### src/rtl/mlv1fp_pkg.sv
// Package with the constants and types of the MAVLink v1 frame parser.
package mlv1fp_pkg;

  // Start-of-frame marker of a MAVLink v1 frame.
  localparam logic [7:0] START_BYTE = 8'hFE;

  // Width of the buffer position and fill count.
  localparam int POS_W = 9;

  // Buffer limit: the parser drops back to hunting once this many bytes are taken.
  localparam logic [POS_W-1:0] MAX_FRAME_BYTES = 9'd263;

  // Frame tracking phases, one-hot.
  typedef enum logic [7:0] {
    PH_HUNT = 8'b0000_0001,
    PH_LEN  = 8'b0000_0010,
    PH_SEQ  = 8'b0000_0100,
    PH_SYS  = 8'b0000_1000,
    PH_COMP = 8'b0001_0000,
    PH_MSG  = 8'b0010_0000,
    PH_DATA = 8'b0100_0000,
    PH_CKB  = 8'b1000_0000
  } phase_t;

endpackage

### src/rtl/mavlink_v1_frame_parser.sv
// MAVLink v1 frame parser: takes one received byte per beat and reports its place in the frame.
// Each accepted byte yields exactly one result beat, one byte per clock cycle while the result
// side does not stall; a byte passes from the input register through the frame tracking logic to the
// result register. The parser hunts for the start byte 0xFE, then takes length, sequence, system id,
// component id and message id, the payload and the two checksum bytes. Every byte taken into the
// frame comes out with byte_stored set and its buffer position, so that an outside buffer can keep
// it; the header fields of the current frame go out with every result, and frame_done marks the
// last checksum byte. The checksum is not checked. When the fill count reaches the buffer limit
// the parser returns to hunting. A stall on the result side holds the result register and, once
// the input register is also full, stalls the input side.
module mavlink_v1_frame_parser
  import mlv1fp_pkg::*;
(
  input  logic             clk,
  input  logic             rst,
  input  logic             in_valid,
  output logic             in_stall,
  input  logic [7:0]       rx_byte,
  output logic             out_valid,
  input  logic             out_stall,
  output logic             frame_done,
  output logic             byte_stored,
  output logic [POS_W-1:0] byte_position,
  output logic [7:0]       payload_length,
  output logic [7:0]       sequence_res,
  output logic [7:0]       system_id,
  output logic [7:0]       component_id,
  output logic [7:0]       message_id
);

  // Input register.
  logic       in_q_valid;
  logic [7:0] byte_q;

  // Frame tracking state.
  phase_t           phase, phase_next;
  logic [7:0]       remaining, remaining_next;
  logic [POS_W-1:0] fill_count, fill_next;
  logic [7:0]       len_f, len_next;
  logic [7:0]       seq_f, seq_next;
  logic [7:0]       sys_f, sys_next;
  logic [7:0]       comp_f, comp_next;
  logic [7:0]       msg_f, msg_next;

  logic             stored, done;
  logic [POS_W-1:0] fill_base, pos;
  logic             advance, fire;

  // The result register moves when it is empty or being taken.
  assign advance  = !out_valid || !out_stall;
  assign fire     = in_q_valid && advance;
  assign in_stall = in_q_valid && !advance;

  // Input register load.
  always_ff @(posedge clk) begin
    if (rst) begin
      in_q_valid <= 1'b0;
    end else if (!in_stall) begin
      in_q_valid <= in_valid;
    end
  end

  always_ff @(posedge clk) begin
    if (!in_stall && in_valid) begin
      byte_q <= rx_byte;
    end
  end

  // Next state of the frame tracker for the byte in the input register.
  always_comb begin
    phase_next     = phase;
    remaining_next = remaining;
    len_next       = len_f;
    seq_next       = seq_f;
    sys_next       = sys_f;
    comp_next      = comp_f;
    msg_next       = msg_f;
    stored         = 1'b1;
    done           = 1'b0;
    fill_base      = fill_count;
    unique case (phase)
      PH_HUNT: begin
        stored = 1'b0;
        if (byte_q == START_BYTE) begin
          stored     = 1'b1;
          len_next   = 8'd0;
          seq_next   = 8'd0;
          sys_next   = 8'd0;
          comp_next  = 8'd0;
          msg_next   = 8'd0;
          fill_base  = '0;
          phase_next = PH_LEN;
        end
      end
      PH_LEN: begin
        len_next       = byte_q;
        remaining_next = byte_q;
        phase_next     = PH_SEQ;
      end
      PH_SEQ: begin
        seq_next   = byte_q;
        phase_next = PH_SYS;
      end
      PH_SYS: begin
        sys_next   = byte_q;
        phase_next = PH_COMP;
      end
      PH_COMP: begin
        comp_next  = byte_q;
        phase_next = PH_MSG;
      end
      PH_MSG: begin
        msg_next   = byte_q;
        phase_next = PH_DATA;
      end
      PH_DATA: begin
        // Payload bytes count down; the byte after the last one is the first checksum byte.
        if (remaining == 8'd0) begin
          phase_next = PH_CKB;
        end else begin
          remaining_next = remaining - 8'd1;
        end
      end
      PH_CKB: begin
        done       = 1'b1;
        phase_next = PH_HUNT;
      end
      default: begin
        stored     = 1'b0;
        phase_next = PH_HUNT;
      end
    endcase

    pos       = stored ? fill_base : '0;
    fill_next = stored ? fill_base + 1'b1 : fill_count;

    // Buffer limit reached before the frame is complete: drop back to hunting.
    if (!done && fill_next == MAX_FRAME_BYTES) begin
      phase_next = PH_HUNT;
    end
  end

  // State update as each byte moves into the result register.
  always_ff @(posedge clk) begin
    if (rst) begin
      phase      <= PH_HUNT;
      remaining  <= 8'd0;
      fill_count <= '0;
      len_f      <= 8'd0;
      seq_f      <= 8'd0;
      sys_f      <= 8'd0;
      comp_f     <= 8'd0;
      msg_f      <= 8'd0;
    end else if (fire) begin
      phase      <= phase_next;
      remaining  <= remaining_next;
      fill_count <= fill_next;
      len_f      <= len_next;
      seq_f      <= seq_next;
      sys_f      <= sys_next;
      comp_f     <= comp_next;
      msg_f      <= msg_next;
    end
  end

  // Result register valid.
  always_ff @(posedge clk) begin
    if (rst) begin
      out_valid <= 1'b0;
    end else if (advance) begin
      out_valid <= in_q_valid;
    end
  end

  // Result register payload.
  always_ff @(posedge clk) begin
    if (fire) begin
      frame_done     <= done;
      byte_stored    <= stored;
      byte_position  <= pos;
      payload_length <= len_next;
      sequence_res   <= seq_next;
      system_id      <= sys_next;
      component_id   <= comp_next;
      message_id     <= msg_next;
    end
  end

  // The last checksum byte is always a stored frame byte.
  assert property (@(posedge clk) disable iff (rst)
    out_valid && frame_done |-> byte_stored)
    else $error("frame_done without byte_stored");

  // A byte outside a frame carries position zero.
  assert property (@(posedge clk) disable iff (rst)
    out_valid && !byte_stored |-> byte_position == '0)
    else $error("nonzero position on an unstored byte");

  // Positions stay inside the buffer.
  assert property (@(posedge clk) disable iff (rst)
    out_valid |-> byte_position < MAX_FRAME_BYTES)
    else $error("byte_position beyond the buffer limit");

  // After a finished frame the tracker is hunting again.
  assert property (@(posedge clk) disable iff (rst)
    fire && done |=> phase == PH_HUNT)
    else $error("tracker not hunting after frame end");

endmodule

### config.mk
export PLATFORM = sky130hd
export DESIGN_NAME = mavlink_v1_frame_parser
export DESIGN_NICKNAME = d
export VERILOG_FILES = /design/src/rtl/mlv1fp_pkg.sv /design/src/rtl/mavlink_v1_frame_parser.sv
export SDC_FILE = /design/constraint.sdc
export NUM_CORES = 1
export LEC_CHECK = 0
export ABC_AREA = 0
export BUFFER_PORTS_ARGS = -buffer_cell sky130_fd_sc_hd__buf_2
export CAP_MARGIN = 25
export CORE_MARGIN = 1
export CORE_UTILIZATION = 30
export DETAILED_ROUTE_END_ITERATION = 10
export GPL_TIMING_DRIVEN = 0
export SYNTH_ARGS = -nofsm -noshare
export SYNTH_HDL_FRONTEND = slang
export SYNTH_SLANG_ARGS = --single-unit
### constraint.sdc
create_clock -name clk -period 8.7 [get_ports clk]
set_clock_uncertainty 0.2 [all_clocks]
set_input_delay 0.435 -clock clk [delete_from_list [all_inputs] [get_ports clk]]
set_output_delay 0.435 -clock clk [all_outputs]
set_load 0.01 [all_outputs]
**Word level (Yosys, flattened, before mapping)**

Index checks and enable logic that the tools add are counted.
W data, S select, Z words.

- Logic and storage cells: 71
- Memories: 0
- Memory bits (writable): 0
- Bits in read-only memories: 0
- Output and inout port bits: 53
- Register bits after elaboration: 126
- Latch bits: 0

- Order comparisons: 0
- Multipliers: 0
- Equality and inequality tests: 13
- $add $sub $neg: 2
- Div/mod/pow operators: 0
- Mux-type cells: 22
- Bitwise operators: 0
- Shift operators: 0
- Reductions and logical operators: 15

Operators by type and width:

| operator | count |
|---|---|
| $pmux W8 S2 | 6 |
| $mux W8 | 9 |
| $pmux W8 S7 | 1 |
| $mux W9 | 3 |
| $eq A8 B8 Y1 const B | 2 |
| $add A9 B1 Y9 const B | 1 |
| $eq A9 B9 Y1 const B | 1 |
| $eq A8 B1 Y1 const B | 1 |
| $eq A8 B2 Y1 const B | 1 |
| $eq A8 B3 Y1 const B | 1 |
| $eq A8 B4 Y1 const B | 1 |
| $eq A8 B5 Y1 const B | 1 |
| $eq A8 B6 Y1 const B | 1 |
| $eq A8 B7 Y1 const B | 1 |
| $logic_not A8 Y1 | 1 |
| $sub A8 B1 Y8 const B | 1 |
| $reduce_or A7 Y1 | 1 |
| $ne A3 B3 Y1 const B | 2 |
| $reduce_and A3 Y1 | 2 |
| $logic_not A1 Y1 | 5 |
| $logic_and A1 B1 Y1 | 4 |
| $mux W1 | 2 |
| $ne A2 B2 Y1 const B | 1 |
| $pmux W1 S2 | 1 |
| other kinds (2) | 2 |

**Depth between registers and ports, before layout**

Gate-level depths: netlist of the first run.

- Word-level depth: 9
- Mapped depth: 13
- Depth with buffers taken out: 10

**Worst setup path before layout of the first run**

No wires, ideal clock.

- Kind: register -> register
- From: register byte_q[1]
- To: register phase[4]
- Slack: 5586 ps
- Data required time: 8421 ps
- Stages on the path, launching flop included: 13
- Setup time: 79 ps
- Arrival time: 2835 ps
- Cell sequence: edfxtp_1 -> and4b_1 -> nand4_1 -> clkbuf_1 -> and2_1 -> ha_1 -> nand2_1 -> nor4b_2 -> a21oi_1 -> and3b_1 -> buf_4 -> or4b_1 -> o211ai_1

- Word-level cells in the longest chain between the ends: 9
- Elaborated cells on any way between the ends: 13
- Those cells by class: 1 x add/sub; 4 x eq/ne; 6 x mux; 2 x reduce/logical

RTL lines:

| what | line | text |
|---|---|---|
| from (decl) | mavlink_v1_frame_parser.sv:33 | `logic [7:0] byte_q;` |
| from (signal assigned) | mavlink_v1_frame_parser.sv:65 | `byte_q <= rx_byte;` |
| $eq A8 B8 Y1 (*) | mavlink_v1_frame_parser.sv:84 | `if (byte_q == START_BYTE) begin` |
| $mux W9 (*) | mavlink_v1_frame_parser.sv:84 |  |
| $mux W9 (*) | mavlink_v1_frame_parser.sv:81 | `unique case (phase)` |
| net fill_base[0] | mavlink_v1_frame_parser.sv:46 | `logic [POS_W-1:0] fill_base, pos;` |
| $add A9 B1 Y9 (*) | mavlink_v1_frame_parser.sv:135 | `fill_next = stored ? fill_base + 1'b1 : fill_count;` |
| $mux W9 (*) | mavlink_v1_frame_parser.sv:135 |  |
| $eq A9 B9 Y1 (*) | mavlink_v1_frame_parser.sv:138 | `if (!done && fill_next == MAX_FRAME_BYTES) begin` |
| $logic_and A1 B1 Y1 (*) | mavlink_v1_frame_parser.sv:138 |  |
| $ne A3 B3 Y1 (no source line) | - |  |
| $reduce_and A3 Y1 (no source line) | - |  |
| to (signal assigned) | mavlink_v1_frame_parser.sv:155 | `phase <= phase_next;` |
| to (decl) | mavlink_v1_frame_parser.sv:36 | `phase_t phase, phase_next;` |

The timed path passes the listed nets; every way through them passes the cells marked *.
A chain may end at the register's enable or synchronous reset.

**Final worst setup path of the first run**

- From: register byte_q[2]
- To: register phase[4]

The elaborated chain is that of the path after synthesis.

==> results of run 1 <==
-- worst register-to-register path: cells and delay by family, from the launching register on --
| kind | cells | cell delay, ns |
|---|---|---|
| AND/OR/NAND/NOR | 7 | 1.95 |
| buffers and inverters | 2 | 0.63 |
| flip-flops | 1 | 0.61 |
| adder cells (fa/ha/maj) | 1 | 0.28 |
| AO/OA/AOI/OAI | 2 | 0.21 |
-- cell usage after synthesis (all sizes together), types with 9 or more instances --
library cell | n | area [um2]
a22o | 24 | 210
a21oi | 48 | 240
o21ai | 17 | 85.1
buf | 9 | 52.6
dfxtp | 67 | 1340
nand2 | 117 | 439
edfxtp | 59 | 1770
nor2 | 68 | 255
and2 | 14 | 87.6
clkbuf | 28 | 105
nand3 | 20 | 100
nor3 | 19 | 95.1
-- final cells by class --
type	count	area, um2	area share
Clock inverter	13	155	0.0226
Clock buffer	19	443	0.0644
Inverter	7	26.3	0.00382
Multi-Input combinational cell	414	2300	0.334
Buffer	37	161	0.0235
Tap cell	229	287	0.0417
Timing Repair Buffer	71	395	0.0575
Sequential cell	126	3110	0.453
-- metrics by stage --
stage          power, mW  instance area (um2)
2_1_floorplan      0.701                 5590
3_3_place_gp       0.732                 6190
3_5_place_dp       0.732                 6200
4_1_cts             1.45                 6880
5_1_grt             1.48                 6880
6_report            1.44                 6880
-- cell families after synthesis --
kind of cell,count (synthesis)
compound gates,124
xor+xnor,3
fa+ha+maj,3
buf+inv,44
flops,126
mux,3
simple gates,281
-- power breakdown --
| group | switching [mW] | internal (mW) |
|---|---|---|
| Clock | 0.279 | 0.435 |
| Sequential | 0.0129 | 0.639 |
| Combinational | 0.0453 | 0.0244 |
-- final timing paths --
path / slack, ns / to / depth (start not counted) / start
setup reg to reg: 4.74 / phase[4] / 12 / byte_q[2]
setup / recovery: 4.74 / phase[4] / 12 / byte_q[2]
hold / removal: 0.03 / in_q_valid / 3 / in_valid
hold reg to reg: 0.26 / comp_f[5] / 2 / comp_f[5]
-- cells in the final DEF (no fill, tap or decap), types with 4 or more instances in the layout --
master,n
o21ai_0,14
clkbuf_1,28
clkbuf_16,17
inv_1,6
a22o_1,24
nor3_1,19
dfxtp_1,67
and2_1,14
a21oi_1,48
inv_6,4
nand2b_1,7
a211oi_1,5
nand3_1,20
buf_2,69
edfxtp_1,59
o211a_1,4
nor3b_1,4
a31oi_1,7
nor2_1,68
nand4_1,5
nand2_1,117
dlygate4sd3_1,8
-- layer usage --
layer  wire length, um  vias to the layer above  global-route usage
met4               112                        0              0.0384
met5                 0                        -                   0
li1                  -                     2274                   -
met1              6640                     2213               0.204
met2              6810                      142               0.249
met3               830                       11              0.0449
==> results.sh, run 1 <==
export IMPL_fin_cells=916
export IMPL_relSlewSlack=0.448
export IMPL_synth_net_count=599
export IMPL_cts_setup_buffers=0
export IMPL_drtPass1Iterations=8
export IMPL_avgSynthCellArea_um2=9.58
export IMPL_cts_made_buffers=17
export IMPL_dieWidth_um=139
export IMPL_end_kind="flop"
export IMPL_ys_types=57
export IMPL_max_vdd_ir_drop_uv=153
export IMPL_ctsHoldBuffers=8
export IMPL_port_buffers=63
export IMPL_num_antenna_cells=0
export IMPL_grt_start_max_net_pins=61
export IMPL_worstSetupStartpointType="flop"
export IMPL_holdWs_ns=0.0300
export IMPL_cts_max_path_buffers=2
export IMPL_area_growth_pct=23.0
export IMPL_fmaxAchievable_mhz=252
export IMPL_seq_area_frac_synth=0.557
export IMPL_synth_xor_area_share=0.00470
export IMPL_largestRegisters="byte_position: 9 flops, fill_count: 9 flops"
export IMPL_ioPinCount=65
export IMPL_violations="design-rule violations"
export IMPL_p_leak_nw=2.60
export IMPL_die_h_um=139
export IMPL_cp_max_fo=10
export IMPL_period_share=0.456
export IMPL_synth_top_family_by_area="simple AND/OR/NAND/NOR gates"
export IMPL_nNetsFinal=689
export IMPL_rsz0062_at_grt="no"
export IMPL_cts_htree_levels=4
export IMPL_synth_area_mux_share=0.00537
export IMPL_power_density_nw_per_um2=209
export IMPL_start_util=0.308
export IMPL_path_clk_slew_ns=0.06
export IMPL_wl_um=14400
export IMPL_route_detailed_drc=14
export IMPL_clk_latency_ns=0.43
export IMPL_synth_ff_type="dfxtp_1"
export IMPL_ys_async_sr_fraction=0
export IMPL_setup_violations_final=0
export IMPL_min_period_ns=3.96
export IMPL_cp_cell_sequence="and4b_1 -> nand4_1 -> clkbuf_1 -> and2_1 -> ha_1 -> nand2_1 -> nor4b_2 -> a21oi_1 -> and3b_1 -> buf_4 -> or4b_1 -> o211ai_1"
export IMPL_yosysWarnings=0
export IMPL_cts_tree="built"
export IMPL_cap_viol_max_count=0
export IMPL_worstSetupPathType="flop to flop"
export IMPL_die_area_um2=19200
export IMPL_max_stage_delay_ns=0.61
export IMPL_hold_viol=0
export IMPL_fin_setup_tns_ns=0
export IMPL_postRouteAntennaNets=0
export IMPL_hpwlAfterDp_um=9520
export IMPL_cp_num_buf_inv=2
export IMPL_grt_pass1_wl_um=23200
export IMPL_yosys_area_share_simple=0.247
export IMPL_status="finished, violations left"
export IMPL_synthesis_area_um2=5590
export IMPL_viasPerCell=5.07
export IMPL_drt_initial_drc_count=298
export IMPL_synth_seq_cells=126
export IMPL_gp_congestion=0.824
export IMPL_core_um2=18100
export IMPL_overflow=0
export IMPL_cts_resized=0
export IMPL_final_util=0.379
export IMPL_placedCellCount=876
export IMPL_layout_drive_gt1_share=0.166
export IMPL_worst_slack_ns=4.74
export IMPL_synth_edff_count=59
export IMPL_synth_fa_ha_area_frac=0.00671
export IMPL_maxSlewViolCount=0
export IMPL_clockRootBuffer="clkbuf_16"
export IMPL_grt_pass1_vias=4342
export IMPL_synth_compound_area_frac=0.147
export IMPL_cp_slowest_cell="edfxtp_1"
export IMPL_synth_cells=584
export IMPL_worst_pin_slew_ns=0.828
export IMPL_num_rows=49
export IMPL_pre_cts_ws_ns=4.74
export IMPL_track_usage=0.155
export IMPL_crit_required_ns=8.85
export IMPL_cpLargestDelayFamily="simple AND/OR/NAND/NOR gates"
export IMPL_wl_per_cell_um=15.7
export IMPL_vias=4640
export IMPL_clock_sinks=126
export IMPL_nFillCells=1814
export IMPL_cp_data_arrival_time_ns=4.11
export IMPL_hold_path_class="input pin to flop"
export IMPL_antenna_found_initial=0
Power figures use the tool's default switching activity.
==> inputs of run 2 (changes only) <==
==> constraint.sdc (replaced) <==
create_clock -name clk -period 3.8 [get_ports clk]
set_clock_uncertainty 0.2 [all_clocks]
set_input_delay 0.19 -clock clk [delete_from_list [all_inputs] [get_ports clk]]
set_output_delay 0.19 -clock clk [all_outputs]
set_load 0.01 [all_outputs]
==> results.sh, run 2 (synthesis gave the netlist of run 1 again) <==
export IMPL_hpwlAfterDp_um=9520
export IMPL_die_area_um2=19200
export IMPL_ioPinCount=65
export IMPL_startpoint="byte_q[2]"
export IMPL_cp_data_arrival_time_ns=3.74
export IMPL_port_buffers=63
export IMPL_final_cell_mix="nand2_1 (117), buf_2 (70), nor2_1 (68)"
export IMPL_path_clk_slew_ns=0.06
export IMPL_gp_congestion=0.824
export IMPL_worstSetupStartpointType="flop"
export IMPL_cap_viol_max_count=0
export IMPL_worst_pin_slew_ns=0.809
export IMPL_cts_htree_levels=4
export IMPL_min_period_ns=3.60
export IMPL_clk_latency_ns=0.42
export IMPL_p_leak_nw=2.67
export IMPL_area_growth_pct=25.1
export IMPL_cp_slowest_cell="edfxtp_1"
export IMPL_die_h_um=139
export IMPL_wl_um=14500
export IMPL_clock_sinks=126
export IMPL_worstSetupPathType="flop to flop"
export IMPL_num_antenna_cells=0
export IMPL_internal_power_mw=2.53
export IMPL_holdWs_ns=0.157
export IMPL_rsz0062_at_grt="no"
export IMPL_cts_made_buffers=17
export IMPL_p_seq_frac=0.449
export IMPL_grt_pass1_wl_um=23200
export IMPL_start_util=0.308
export IMPL_layout_commonest_cell="nand2_1"
export IMPL_drt_initial_drc_count=273
export IMPL_fin_area_um2=7000
export IMPL_dieWidth_um=139
export IMPL_cp_max_fo=10
export IMPL_wl_per_cell_um=15.5
export IMPL_pwr_share_comb=0.055
export IMPL_antenna_found_initial=0
export IMPL_place_area_um2=6200
export IMPL_final_util=0.386
export IMPL_power_density_nw_per_um2=471
export IMPL_drtPass1Iterations=8
export IMPL_layout_drive_gt1_share=0.181
export IMPL_switching_share=0.234
export IMPL_maxSlewViolCount=0
export IMPL_num_rows=49
export IMPL_cp_cell_sequence="and4b_1 -> nand4_1 -> buf_2 -> and2_1 -> ha_1 -> nand2_1 -> nor4b_2 -> a21oi_1 -> and3b_1 -> buf_4 -> or4b_1 -> o211ai_1"
export IMPL_cpLargestDelayFamily="simple AND/OR/NAND/NOR gates"
export IMPL_grt_start_max_net_pins=61
export IMPL_setup_violations_final=0
export IMPL_largestRegisters="byte_position: 9 flops, fill_count: 9 flops"
export IMPL_core_um2=18100
export IMPL_placedCellCount=876
export IMPL_clockPowerShare=0.495
export IMPL_r2r_setup_slack_ns=0.20
export IMPL_hold_path_class="input pin to flop"
export IMPL_max_vdd_ir_drop_uv=339
export IMPL_hp_start="rst"
export IMPL_cts_max_path_buffers=2
export IMPL_viasPerCell=5.03
export IMPL_grt_pass1_vias=4345
export IMPL_fin_cells=931
export IMPL_violations="design-rule violations"
export IMPL_fmaxAchievable_mhz=278
export IMPL_status="finished, violations left"
export IMPL_end_kind="flop"
export IMPL_nNetsFinal=704
export IMPL_hold_viol=0
export IMPL_clockRootBuffer="clkbuf_16"
export IMPL_worst_slack_ns=0.205
export IMPL_relSlewSlack=0.461
export IMPL_track_usage=0.155
export IMPL_p_sw_mw=0.772
export IMPL_max_stage_delay_ns=0.50
export IMPL_crit_required_ns=3.94
export IMPL_p_total_mw=3.30
export IMPL_cts_tree="built"
export IMPL_route_detailed_drc=14
export IMPL_postRouteAntennaNets=0
export IMPL_period_share=0.946
export IMPL_reg2reg_from="byte_q[2]"
export IMPL_overflow=0
export IMPL_fin_setup_tns_ns=0
export IMPL_vias=4687
export IMPL_pre_cts_ws_ns=-0.159
export IMPL_cp_num_buf_inv=2
==> run 2: cell count changes in the layout (fill, tap and decap cells not counted), sizes merged <==
cell         previous run  this run
buf                    72        85
clkbuf                 47        46
dlygate4sd3             8        11
==> run 2: worst paths after layout <==
kind	to	cells after the start
setup / recovery	phase[4]	12
hold / removal	phase[2]	4
setup reg to reg	phase[4]	12
hold reg to reg	comp_f[2]	2
==> run 2: timing repair <==
action,in CTS,in global routing
setup buffers,0,12
endpoints found under the setup margin,1,1
resized for setup,1,1
hold buffers,11,0
pin swaps,0,0
gates cloned,0,0
endpoints found under the hold margin,10,0
==> run 2: area by class of cell <==
class	count	area, um2
inverter	7	26.3
clock inverter	13	155
tap	229	287
buffer	37	163
timing repair buffer	86	515
fill	1808	11100
multi-input combinational	414	2300
sequential	126	3110
clock buffer	19	443
==> run 2: worst reg2reg max path, stage by stage, from the launching register on <==
cell and delay, ns:
edfxtp_1 0.50, and4b_1 0.27, nand4_1 0.27, buf_2 0.31
and2_1 0.16, ha_1 0.28, nand2_1 0.10, nor4b_2 0.38
a21oi_1 0.11, and3b_1 0.24, buf_4 0.16, or4b_1 0.43
o211ai_1 0.10
==> run 2: per-layer routing <==
metal,part of all wire,up-vias,GRT usage
li1,-,2304,-
met4,0.0091,0,0.0384
met2,0.47,161,0.249
met5,0,-,0
met1,0.46,2209,0.205
met3,0.061,13,0.0449
==> run 2: power groups by stage <==
stage	clock, mW	sequential, mW	combinational [mW]
2_1_floorplan	0	1.52	0.0808
3_3_place_gp	0	1.52	0.153
4_1_cts	1.66	1.49	0.163
6_report	1.63	1.48	0.183
5_1_grt	1.72	1.49	0.198
3_5_place_dp	0	1.52	0.154
